===== config.mk =====
export PLATFORM = sky130hd
export DESIGN_NAME = servo_position_selector_flat
export DESIGN_NICKNAME = d
export VERILOG_FILES = /design/src/rtl/core/sps_pkg.sv /design/src/rtl/core/sps_if.sv /design/src/rtl/core/sps_step.sv /design/src/rtl/core/sps_rbuf.sv /design/src/rtl/core/servo_position_selector.sv /design/src/flat_wrapper.sv
export SDC_FILE = /design/constraint.sdc
export NUM_CORES = 1
export LEC_CHECK = 0
export BUFFER_PORTS_ARGS = -buffer_cell sky130_fd_sc_hd__buf_4
export CORE_ASPECT_RATIO = 1.1
export CORE_UTILIZATION = 50
export DETAILED_ROUTE_END_ITERATION = 8
export PLACE_DENSITY = 0.68
export SKIP_CTS_REPAIR_TIMING = 1
export SYNTH_ARGS = -nofsm -noshare
export SYNTH_HDL_FRONTEND = slang
export SYNTH_SLANG_ARGS = --single-unit

===== constraint.sdc =====
create_clock -name clk_i -period 25.2 [get_ports clk_i]
set_clock_uncertainty 0.2 [all_clocks]
set_input_delay 3.78 -clock clk_i [delete_from_list [all_inputs] [get_ports clk_i]]
set_output_delay 3.78 -clock clk_i [all_outputs]
set_load 0.05 [all_outputs]

===== src/rtl/core/sps_pkg.sv =====
// sps_pkg: types and constants of the servo position selector.
// No dependencies; used by the interfaces, sps_step, sps_rbuf and the top level.
package sps_pkg;

  localparam int unsigned ANGLE_W     = 8;
  localparam int unsigned POS_W       = 3;
  localparam int unsigned STATUS_W    = 3;
  localparam int unsigned ACTION_W    = 3;
  localparam int unsigned CFG_IDX_W   = 3;
  localparam int unsigned CFG_DATA_W  = 8;
  localparam int unsigned NUM_ANGLES  = 5;
  localparam int unsigned MASK_W      = 5;

  localparam logic [ANGLE_W-1:0] ANGLE_MAX    = 8'd180;
  localparam logic [ANGLE_W-1:0] SMOOTH_LIMIT = 8'd10;

  localparam logic [ANGLE_W-1:0] ANGLE_POS0_RST = 8'd0;
  localparam logic [ANGLE_W-1:0] ANGLE_POS1_RST = 8'd45;
  localparam logic [ANGLE_W-1:0] ANGLE_POS2_RST = 8'd90;
  localparam logic [ANGLE_W-1:0] ANGLE_POS3_RST = 8'd135;
  localparam logic [ANGLE_W-1:0] ANGLE_POS4_RST = 8'd180;
  localparam logic [MASK_W-1:0]  MASK_RST       = 5'd31;

  typedef enum logic [ACTION_W-1:0] {
    ACT_INIT = 3'd0,
    ACT_SET  = 3'd1,
    ACT_NEXT = 3'd2,
    ACT_RAW  = 3'd3,
    ACT_TICK = 3'd4
  } action_e;

  typedef enum logic [STATUS_W-1:0] {
    ST_OK        = 3'd0,
    ST_NOT_READY = 3'd1,
    ST_BAD_INDEX = 3'd2,
    ST_BUSY      = 3'd3,
    ST_NO_OTHER  = 3'd4
  } status_e;

  typedef enum logic [CFG_IDX_W-1:0] {
    CFG_ANGLE_POS0 = 3'd0,
    CFG_ANGLE_POS1 = 3'd1,
    CFG_ANGLE_POS2 = 3'd2,
    CFG_ANGLE_POS3 = 3'd3,
    CFG_ANGLE_POS4 = 3'd4,
    CFG_ENABLED    = 3'd5
  } cfg_reg_e;

  typedef struct packed {
    logic [ACTION_W-1:0] action;
    logic [POS_W-1:0]    position_index;
    logic                smooth;
    logic [ANGLE_W-1:0]  raw_angle;
  } in_t;

  typedef struct packed {
    logic [ANGLE_W-1:0]  servo_angle;
    logic [POS_W-1:0]    position_now;
    logic                sweeping;
    logic [STATUS_W-1:0] status;
  } out_t;

  typedef struct packed {
    logic                ready;
    logic [POS_W-1:0]    position;
    logic [ANGLE_W-1:0]  angle;
    logic [ANGLE_W-1:0]  target;
    logic                sweep;
  } state_t;

  typedef struct packed {
    logic [NUM_ANGLES-1:0][ANGLE_W-1:0] angle;
    logic [MASK_W-1:0]                  mask;
  } cfg_t;

endpackage


===== src/rtl/core/sps_if.sv =====
// sps_in_if / sps_out_if: valid/ready channels of the servo position selector.
// Depends on sps_pkg for the payload types.
interface sps_in_if;
  logic         valid;
  logic         ready;
  sps_pkg::in_t data;

  modport source (output valid, output data, input ready);
  modport sink   (input valid, input data, output ready);
endinterface

interface sps_out_if;
  logic          valid;
  logic          ready;
  sps_pkg::out_t data;

  modport source (output valid, output data, input ready);
  modport sink   (input valid, input data, output ready);
endinterface


===== src/rtl/core/sps_step.sv =====
// sps_step: next state and result of one command beat, purely combinational.
// Depends on sps_pkg.
module sps_step #(
  parameter int unsigned NUM_POSITIONS = 5
) (
  input  sps_pkg::state_t st_i,
  input  sps_pkg::cfg_t   cfg_i,
  input  sps_pkg::in_t    item_i,
  output sps_pkg::state_t st_o,
  output sps_pkg::out_t   res_o
);

  localparam int unsigned SumW = $clog2(2 * NUM_POSITIONS);

  logic [SumW-1:0]               sum;
  logic [sps_pkg::POS_W-1:0]     cand;
  logic [sps_pkg::POS_W-1:0]     found;
  logic [(1 << sps_pkg::POS_W)-1:0] en_all;
  logic [sps_pkg::POS_W-1:0]     sel_idx;
  logic [sps_pkg::ANGLE_W-1:0]   raw_sel;
  logic [sps_pkg::ANGLE_W-1:0]   tgt;
  logic [sps_pkg::ANGLE_W-1:0]   init_ang;
  logic [sps_pkg::ANGLE_W-1:0]   diff;
  logic [sps_pkg::ANGLE_W-1:0]   tick_ang;
  logic                          idx_ok;
  logic                          busy_cmd;
  sps_pkg::state_t               st_n;
  sps_pkg::status_e              status;

  function automatic logic [sps_pkg::ANGLE_W-1:0] clamp_angle(
    input logic [sps_pkg::ANGLE_W-1:0] a
  );
    return (a > sps_pkg::ANGLE_MAX) ? sps_pkg::ANGLE_MAX : a;
  endfunction

  // round-robin search from the slot after the current position
  always_comb begin
    en_all = {{((1 << sps_pkg::POS_W) - sps_pkg::MASK_W){1'b0}}, cfg_i.mask};
    found  = st_i.position;
    sum    = '0;
    cand   = '0;
    for (int i = NUM_POSITIONS - 1; i >= 0; i--) begin
      sum = SumW'(st_i.position) + SumW'(i + 1);
      if (sum >= SumW'(NUM_POSITIONS)) begin
        sum = sum - SumW'(NUM_POSITIONS);
      end
      cand = sps_pkg::POS_W'(sum);
      if (en_all[cand]) begin
        found = cand;
      end
    end
  end

  always_comb begin
    sel_idx = (item_i.action == sps_pkg::ACT_NEXT) ? found : item_i.position_index;
    raw_sel = sps_pkg::ANGLE_MAX;
    for (int k = 0; k < sps_pkg::NUM_ANGLES; k++) begin
      if (sel_idx == sps_pkg::POS_W'(k)) begin
        raw_sel = cfg_i.angle[k];
      end
    end
    tgt      = clamp_angle(raw_sel);
    init_ang = clamp_angle(cfg_i.angle[0]);
    diff     = (tgt > st_i.angle) ? (tgt - st_i.angle) : (st_i.angle - tgt);
    idx_ok   = {1'b0, sel_idx} < (sps_pkg::POS_W + 1)'(NUM_POSITIONS);
    if (st_i.angle < st_i.target) begin
      tick_ang = st_i.angle + 8'd1;
    end else if (st_i.angle > st_i.target) begin
      tick_ang = st_i.angle - 8'd1;
    end else begin
      tick_ang = st_i.angle;
    end
    busy_cmd = st_i.sweep && (item_i.action == sps_pkg::ACT_INIT ||
                              item_i.action == sps_pkg::ACT_SET  ||
                              item_i.action == sps_pkg::ACT_NEXT ||
                              item_i.action == sps_pkg::ACT_RAW);
  end

  always_comb begin
    st_n   = st_i;
    status = sps_pkg::ST_OK;
    if (item_i.action == sps_pkg::ACT_TICK) begin
      if (st_i.sweep) begin
        st_n.angle = tick_ang;
        if (tick_ang == st_i.target) begin
          st_n.sweep = 1'b0;
        end
      end
    end else if (busy_cmd) begin
      status = sps_pkg::ST_BUSY;
    end else begin
      case (item_i.action)
        sps_pkg::ACT_INIT: begin
          st_n.position = '0;
          st_n.angle    = init_ang;
          st_n.ready    = 1'b1;
        end
        sps_pkg::ACT_SET, sps_pkg::ACT_NEXT: begin
          if (item_i.action == sps_pkg::ACT_NEXT && found == st_i.position) begin
            status = sps_pkg::ST_NO_OTHER;
          end else if (!st_i.ready) begin
            status = sps_pkg::ST_NOT_READY;
          end else if (!idx_ok) begin
            status = sps_pkg::ST_BAD_INDEX;
          end else begin
            st_n.position = sel_idx;
            if ((item_i.smooth || item_i.action == sps_pkg::ACT_NEXT) &&
                diff > sps_pkg::SMOOTH_LIMIT) begin
              st_n.target = tgt;
              st_n.sweep  = 1'b1;
            end else begin
              st_n.angle = tgt;
            end
          end
        end
        sps_pkg::ACT_RAW: begin
          if (!st_i.ready) begin
            status = sps_pkg::ST_NOT_READY;
          end else begin
            st_n.angle = clamp_angle(item_i.raw_angle);
          end
        end
        default: begin
        end
      endcase
    end
  end

  assign st_o               = st_n;
  assign res_o.servo_angle  = st_n.angle;
  assign res_o.position_now = st_n.position;
  assign res_o.sweeping     = st_n.sweep;
  assign res_o.status       = status;

endmodule


===== src/rtl/core/sps_rbuf.sv =====
// sps_rbuf: two-entry result buffer between the command logic and the result channel.
// Depends on sps_pkg and sps_out_if.
module sps_rbuf (
  input  logic              clk_i,
  input  logic              rst_ni,
  input  logic              push_i,
  input  sps_pkg::out_t     push_data_i,
  output logic              full_o,
  sps_out_if.source         out_o
);

  sps_pkg::out_t mem_q [2];
  logic          wr_ptr_q, wr_ptr_d;
  logic          rd_ptr_q, rd_ptr_d;
  logic [1:0]    cnt_q, cnt_d;
  logic          pop;

  assign pop         = out_o.valid && out_o.ready;
  assign out_o.valid = (cnt_q != 2'd0);
  assign out_o.data  = mem_q[rd_ptr_q];
  assign full_o      = (cnt_q == 2'd2);

  always_comb begin
    wr_ptr_d = push_i ? ~wr_ptr_q : wr_ptr_q;
    rd_ptr_d = pop ? ~rd_ptr_q : rd_ptr_q;
    cnt_d    = cnt_q + 2'(push_i) - 2'(pop);
  end

  always_ff @(posedge clk_i or negedge rst_ni) begin
    if (!rst_ni) begin
      wr_ptr_q <= 1'b0;
      rd_ptr_q <= 1'b0;
      cnt_q    <= 2'd0;
    end else begin
      wr_ptr_q <= wr_ptr_d;
      rd_ptr_q <= rd_ptr_d;
      cnt_q    <= cnt_d;
    end
  end

  always_ff @(posedge clk_i) begin
    if (push_i) begin
      mem_q[wr_ptr_q] <= push_data_i;
    end
  end

endmodule


===== src/rtl/core/servo_position_selector.sv =====
// servo_position_selector: top level of the outlet servo position selector.
// Depends on sps_pkg, sps_if, sps_step and sps_rbuf.
//
//   channel  dir  beat payload                                   handshake
//   in_i     in   action, position_index, smooth, raw_angle      valid/ready
//   out_o    out  servo_angle, position_now, sweeping, status    valid/ready
//   cfg      in   cfg_idx_i, cfg_wdata_i                         cfg_we_i
//
// One command beat per cycle while in_i.ready is high; its result beat is registered.
// The state update is one combinational pass between the state and result registers.
// A two-entry result buffer lets in_i keep accepting while out_o stalls for one beat;
// in_i.ready drops only when both entries hold undelivered results.
// Reset: not ready, position 0, angle 0, no sweep, config registers at their defaults.
module servo_position_selector #(
  parameter int unsigned NUM_POSITIONS = 5
) (
  input  logic                              clk_i,
  input  logic                              rst_ni,
  input  logic                              cfg_we_i,
  input  logic [sps_pkg::CFG_IDX_W-1:0]     cfg_idx_i,
  input  logic [sps_pkg::CFG_DATA_W-1:0]    cfg_wdata_i,
  sps_in_if.sink                            in_i,
  sps_out_if.source                         out_o
);

  sps_pkg::state_t st_q, st_d;
  sps_pkg::cfg_t   cfg_q;
  sps_pkg::out_t   res;
  logic            in_fire;
  logic            buf_full;

  assign in_i.ready = !buf_full;
  assign in_fire    = in_i.valid && in_i.ready;

  sps_step #(
    .NUM_POSITIONS(NUM_POSITIONS)
  ) u_step (
    .st_i   (st_q),
    .cfg_i  (cfg_q),
    .item_i (in_i.data),
    .st_o   (st_d),
    .res_o  (res)
  );

  sps_rbuf u_rbuf (
    .clk_i       (clk_i),
    .rst_ni      (rst_ni),
    .push_i      (in_fire),
    .push_data_i (res),
    .full_o      (buf_full),
    .out_o       (out_o)
  );

  always_ff @(posedge clk_i or negedge rst_ni) begin
    if (!rst_ni) begin
      st_q <= '0;
    end else if (in_fire) begin
      st_q <= st_d;
    end
  end

  always_ff @(posedge clk_i or negedge rst_ni) begin
    if (!rst_ni) begin
      cfg_q.angle[0] <= sps_pkg::ANGLE_POS0_RST;
      cfg_q.angle[1] <= sps_pkg::ANGLE_POS1_RST;
      cfg_q.angle[2] <= sps_pkg::ANGLE_POS2_RST;
      cfg_q.angle[3] <= sps_pkg::ANGLE_POS3_RST;
      cfg_q.angle[4] <= sps_pkg::ANGLE_POS4_RST;
      cfg_q.mask     <= sps_pkg::MASK_RST;
    end else if (cfg_we_i) begin
      case (cfg_idx_i)
        sps_pkg::CFG_ANGLE_POS0: cfg_q.angle[0] <= cfg_wdata_i;
        sps_pkg::CFG_ANGLE_POS1: cfg_q.angle[1] <= cfg_wdata_i;
        sps_pkg::CFG_ANGLE_POS2: cfg_q.angle[2] <= cfg_wdata_i;
        sps_pkg::CFG_ANGLE_POS3: cfg_q.angle[3] <= cfg_wdata_i;
        sps_pkg::CFG_ANGLE_POS4: cfg_q.angle[4] <= cfg_wdata_i;
        sps_pkg::CFG_ENABLED:    cfg_q.mask     <= cfg_wdata_i[sps_pkg::MASK_W-1:0];
        default: begin
        end
      endcase
    end
  end

  // a sweep always has somewhere left to go
  a_sweep_target: assert property (@(posedge clk_i) disable iff (!rst_ni)
    st_q.sweep |-> st_q.angle != st_q.target)
    else $error("sweep active with angle at target");

  a_pos_range: assert property (@(posedge clk_i) disable iff (!rst_ni)
    {1'b0, st_q.position} < (sps_pkg::POS_W + 1)'(NUM_POSITIONS))
    else $error("position out of range");

  a_angle_range: assert property (@(posedge clk_i) disable iff (!rst_ni)
    st_q.angle <= sps_pkg::ANGLE_MAX && st_q.target <= sps_pkg::ANGLE_MAX)
    else $error("angle above limit");

  a_busy_hold: assert property (@(posedge clk_i) disable iff (!rst_ni)
    in_fire && st_q.sweep && in_i.data.action != sps_pkg::ACT_TICK
      |=> $stable(st_q.angle) && $stable(st_q.position) && st_q.sweep)
    else $error("command changed state during sweep");

endmodule


===== src/flat_wrapper.sv =====
// flat-port wrapper written by rule: the top's interface ports become plain ports
module servo_position_selector_flat 
#(
  parameter int unsigned NUM_POSITIONS = 5
)
  (clk_i, rst_ni, cfg_we_i, cfg_idx_i, cfg_wdata_i, in_i_valid, in_i_data, in_i_ready, out_o_valid, out_o_data, out_o_ready);
  sps_in_if in_i_i ();
  sps_out_if out_o_i ();
  input  logic clk_i;
  input  logic rst_ni;
  input  logic cfg_we_i;
  input  logic [sps_pkg::CFG_IDX_W-1:0] cfg_idx_i;
  input  logic [sps_pkg::CFG_DATA_W-1:0] cfg_wdata_i;
  input wire logic [$bits(in_i_i.valid)-1:0] in_i_valid;
  input wire logic [$bits(in_i_i.data)-1:0] in_i_data;
  output wire logic [$bits(in_i_i.ready)-1:0] in_i_ready;
  output wire logic [$bits(out_o_i.valid)-1:0] out_o_valid;
  output wire logic [$bits(out_o_i.data)-1:0] out_o_data;
  input wire logic [$bits(out_o_i.ready)-1:0] out_o_ready;
  assign in_i_i.valid = in_i_valid;
  assign in_i_i.data = in_i_data;
  assign in_i_ready = in_i_i.ready;
  assign out_o_valid = out_o_i.valid;
  assign out_o_data = out_o_i.data;
  assign out_o_i.ready = out_o_ready;
  servo_position_selector #(.NUM_POSITIONS(NUM_POSITIONS)) u_core (.clk_i(clk_i), .rst_ni(rst_ni), .cfg_we_i(cfg_we_i), .cfg_idx_i(cfg_idx_i), .cfg_wdata_i(cfg_wdata_i), .in_i(in_i_i), .out_o(out_o_i));
endmodule

Word-level counts from Yosys, hierarchy flattened
Memories as Yosys holds them, arrays and structs flattened.
Cells that the tools add are included.
- memory bits (read-only): 0
- memory bits (writable): 30
- memories kept: 1
- bits in latches: 0
- logic and storage cells: 150
- flip-flop bits (word level): 70
- reductions and logical operators: 23
- shifts and indexed selects: 0
- add/subtract/negate cells: 16
- divide/modulo/power cells: 0
- equality and inequality tests: 16
- bitwise gates (word level): 5
- order comparisons: 18
- muxes and demuxes: 57
- multiply operators: 0
- memories (memory ; words ; bits a word ; read ports ; clocked after Yosys merged registers in ; write ports ; RTL line ; text):
    u_core.u_rbuf.mem_q ; 2 ; 15 ; 1 ; 0 ; 1 ; sps_rbuf.sv:12 ; sps_pkg::out_t mem_q [2];
- operators by type and width (operator ; count):
    8-bit two-way mux ; 15
    20-bit two-way mux ; 4
    3-bit two-way mux ; 15
    8-bit greater-than comparator (second input constant) ; 3
    8-bit case mux with 3 select lines ; 1
    4-bit by 3-bit >= comparator with 1-bit output (second input constant) ; 5
    3-bit by 4-bit less-than comparator with 1-bit output (second input constant) ; 5
    3-bit by 2-bit == test with 1-bit output (second input constant) ; 6
    9-bit two-way mux ; 2
    8-bit greater-than comparator ; 2
    8-bit subtractor ; 2
    1-bit binary-select mux with 3-bit select ; 5
    3-bit subtractor (second input constant) ; 5
    3-bit == test (second input constant) ; 4
    3-bit case mux with 2 select lines ; 2
    2-bit AND reduction ; 6
    1-bit two-way mux ; 11
    3-bit by 1-bit == test with 1-bit output (second input constant) ; 3
    3-bit zero test ; 3
    3-bit by 2-bit adder with 4-bit output (second input constant) ; 2
    3-bit by 3-bit adder with 4-bit output (second input constant) ; 2
    8-bit by 1-bit adder with 8-bit output (second input constant) ; 1
    8-bit == test ; 1
    8-bit by 4-bit greater-than comparator with 1-bit output (second input constant) ; 1
    other kinds (17) ; 29

Longest topological paths before layout
- word-level depth: 30
- depth in mapped cells: 36

Hierarchy
From an unflattened synthesis, not the netlist that was laid out.
- cell total of the unflattened synthesis: 817
- area, all modules: 8061.5 um2
- modules (own cells, without submodules) (module ; area each (um2) ; times used ; cells each):
    sps_step ; 4187.8 ; 1 ; 608
    servo_position_selector ; 2538.7 ; 1 ; 145
    sps_rbuf ; 1335.0 ; 1 ; 64

Least setup slack after synthesis
OpenSTA, ideal clock, no wires.
- kind: input to register
- from: in in_i_data[12]
- to: mem u_core.u_rbuf.mem_q[0][13] (netlist name), data pin
- data arrival time: 9.315 ns
- slack: 15.421 ns
- stages on the path: 29
- path buffers: 3
- cell sequence: clkbuf_1 nor3b_1 nor2_1 and2_1 nor2b_1 o2bb2ai_1 o32a_1 mux2i_1 or2_1 buf_6 and2_1 a31oi_1 ha_1 inv_1 fa_1 a21o_1 a21oi_1 o21a_1 nor2_1 o32ai_1 o21ai_1 a21oi_1 xnor2_1 o32a_1 or2_1 clkbuf_1 a31o_1 o22ai_1 nand2_1
- RTL lines (what ; RTL line ; text):
    from (decl) ; flat_wrapper.sv:15 ; input wire logic [$bits(in_i_i.data)-1:0] in_i_data;
    to (decl) ; sps_rbuf.sv:12 ;

==> metrics.md <==
| Metric | Value |
|---|---|
| Routed length per instance | roughly 21 microns |
| Synth top area share | 0.156 |
| DP HPWL | ~17000 microns |
| Async SR Flop Fraction | 0.700 |
| Antenna violations before repair | 0 |
| Row count | 47 |
| Hold Crit Start | u_core.u_rbuf.wr_ptr_q$_DFFE_PN0P_ |
| Maxcap violations | 0 |
| Simple-gate share of the synthesized area | 0.159 |
| Max-slew violations | 0 |
| Top_reg_cell synth | dfrtp_1 |
| Critical Path Sink Type | register |
| Max-slew headroom | 0.374 |
| CTS buffer count | 9 |
| Vias/cell | around 6.4 |
| Initial Utilization | 0.516 |
| Syn_area_per_cell | 9.40 sq um |
| Layout cells sized above 1 | 0.224 |
| Routed via count | 6822 |
| R2R depth | 30 |
| CTS tree | done |
| Worst min path class | reg2reg |
| Largest family of logic cells by synthesized area | compound AO/OA/AOI/OAI gates |
| Drt pass-1 iters | 5 |
| Routed Wire Length | ~22000 microns |
| IO buf count | between 40 and 50 |
| Final Cycle Share | 0.416 |
| Top post-synthesis cells by area | dfrtp_1, edfxtp_1, mux2_2 |
| Critical path startpoint category | input port |
| Total GRT Usage | 0.282 |
| DRT iter0 DRCs | 687 |
| Number of synthesis warnings | 0 |
| Root Driver | clkbuf_16 |
| Later-pin clock latency in the skew report | ~0.37 ns |
| Routed Antenna Nets | 0 |
| EDFF count, synth | 30 |
| Largest incremental delay on the critical path | ~0.59 ns |
| CTS H-tree depth | 3 |
| WHS Path Cells | 1 |
| Synth Area in Compound Gates | 0.242 |
| Area Growth Syn to Fin | 10.0% |
| Synth area leader | dfrtp_1 |
| Setup TNS | 0 ns |
| Worst-path fanout max | 19 |
| Hold Path End | u_core.u_rbuf.wr_ptr_q$_DFFE_PN0P_ |
| Register area share after synthesis | 0.341 |
| Die Wd | 122 microns |
| CTS clk-pin slew, worst paths | 0.07 ns |
| Worst R2R Setup Slack | between 15 and 20 ns |
| Post-layout min period | 10.48 ns |
| Worst-Margin Slew | around 0.94 ns |
| Synth Net Count | between 900 and 1k |
| Synth Area in Adders | 0.0681 |
| Register bit total from synthesis | 100 |
| CP arrival | between 10 and 15 ns |
| Yosys cell types | about 100 |
| Net count, final | ~940 |
| Die ar. | between 0.015 and 0.02 sq mm |
| Peak Freq | between 0.09 and 0.1 GHz |
| Clk sinks | 100 |
| RR Endpoint | u_core.u_rbuf.mem_q[1][8]$_DFFE_PP_ |
| Slowest cell on crit path | nor3b_1 |
| RePlAce Congestion | 0.953 |
| Status | finished clean |
| Synth Area in XOR/XNOR | 0.0356 |
| RR Startpoint | u_core.st_q[18]$_DFFE_PN0P_ |
| Post-Syn Area | 0.00787 sq mm |
| Final setup vio count | 0 |
| Final hold vios | 0 |
| Die Y-Extent | 134 microns |
| Longest Clk Path Bufs | 2 |
| Mux contribution to synthesized area | 0.111 |
| # IOs | 48 |
| RSZ-0062 raised after global routing | no |
| Vias in the first global route | ~6.4k |
| Crit path kind | in2reg |
| First-pass GRT wire length | approximately 35000 microns |
| DRC Markers | 0 |
| Largest net degree at the start of global routing | 71 |
| Critical path required time | 25.18 ns |
| Mapped Cells | roughly 840 |
| Antenna diodes | 0 |
| Core outline area | about 0.015 sq mm |
| Grt ovf | 0 |
-- synthesized netlist by cell type, types with 6 or more instances --
library cell	count
mux2_2	65
nand2_1	57
a21oi_1	52
nor2_1	50
o21ai_0	50
dfrtp_1	49
inv_1	40
ha_1	38
edfxtp_1	30
clkbuf_1	27
xnor2_1	27
dfstp_2	21
nand2b_1	21
nor3_1	20
a31oi_1	17
o211ai_1	14
nand3_1	13
a22oi_1	12
a21o_1	11
o22ai_1	11
a211oi_1	10
and2_1	10
mux2i_1	10
nor2b_1	10
o31ai_1	8
nand4_1	7
nor4_1	7
or2_2	6
-- layout by cell type, fill, tap and decap left out, types with 8 or more instances in the layout --
cell / instances
mux2i_1: 10
nand2_1: 57
a31oi_1: 17
inv_1: 40
o31ai_1: 8
nand2b_1: 21
buf_4: 55
dfstp_2: 21
o22ai_1: 11
nor2b_1: 10
mux2_2: 65
a211oi_1: 10
a22oi_1: 12
nor3_1: 20
o21ai_0: 50
nand3_1: 13
clkbuf_16: 10
a21o_1: 11
dfrtp_1: 49
nor2_1: 50
and2_1: 10
edfxtp_1: 30
xnor2_1: 27
ha_1: 38
a21oi_1: 52
o211ai_1: 14
-- routing by layer --
layer | GRT usage | part of all wire | up-vias
met3 | 0.0368 | 0.065 | 40
met4 | 0.0919 | 0.024 | 0
met5 | 0 | 0 | -
met1 | 0.396 | 0.45 | 3308
met2 | 0.446 | 0.46 | 279
li1 | - | - | 3195
-- worst max-delay path by stage --
stage | startpoint | to | slack, ns | cells after the start
3_5_place_dp | in_i_data[14] | u_core.u_rbuf.mem_q[0][8]$_DFFE_PP_ | 14.47 | 27
5_1_grt | in_i_data[14] | u_core.u_rbuf.mem_q[1][8]$_DFFE_PP_ | 14.28 | 26
6_report | in_i_data[14] | u_core.u_rbuf.mem_q[1][8]$_DFFE_PP_ | 14.72 | 27
3_3_place_gp | in_i_data[14] | u_core.u_rbuf.mem_q[0][13]$_DFFE_PP_ | 14.65 | 27
4_1_cts | in_i_data[14] | u_core.u_rbuf.mem_q[0][8]$_DFFE_PP_ | 14.80 | 27
2_1_floorplan | in_i_data[12] | u_core.u_rbuf.mem_q[0][13]$_DFFE_PP_ | 15.42 | 29
-- cell type report --
type / instances / area (sq um)
sequential: 100 / 2680
multi-input combinational: 654 / 4840
clock inverter: 4 / 36.3
inverter: 45 / 174
fill: 1352 / 6580
tap: 196 / 245
timing repair buffer: 55 / 413
clock buffer: 12 / 269
-- through the flow --
step	util	cell area (sq um)	setup WS, ns	hold slack, ns	cells
CTS	0.568	8650	14.80	0.295	1066
floorplan	-	7870	15.42	0.260	837
finish	0.568	8650	14.72	0.295	1066
global route	0.568	8650	14.28	0.323	1066
global placement	0.548	8350	14.65	0.278	1050
detailed placement	0.548	8350	14.47	0.286	1050
-- kinds of logic after synthesis --
kind of cell	after synthesis
buffers and inverters	83
XOR/XNOR	32
AO/OA/AOI/OAI	269
adder cells (fa/ha/maj)	41
AND/OR/NAND/NOR	235
multiplexers	77
flip-flops	100
-- worst max-delay path: cells and delay by family --
kind | cells | cell delay [ns]
xor+xnor | 1 | 0.08
compound gates | 13 | 3.44
simple gates | 8 | 2.14
buf+inv | 2 | 0.24
mux | 1 | 0.08
fa+ha+maj | 2 | 0.65
-- sequential cells by signal (all words and copies together), names as in the netlist --
name                    count
u_core.cfg_q               45
u_core.st_q                21
u_core.u_rbuf.cnt_q         2
u_core.u_rbuf.mem_q        30
u_core.u_rbuf.rd_ptr_q      1
u_core.u_rbuf.wr_ptr_q      1
Power is not shown: default switching activity piles up to over one toggle a cycle in this logic, so the estimate is an artifact.
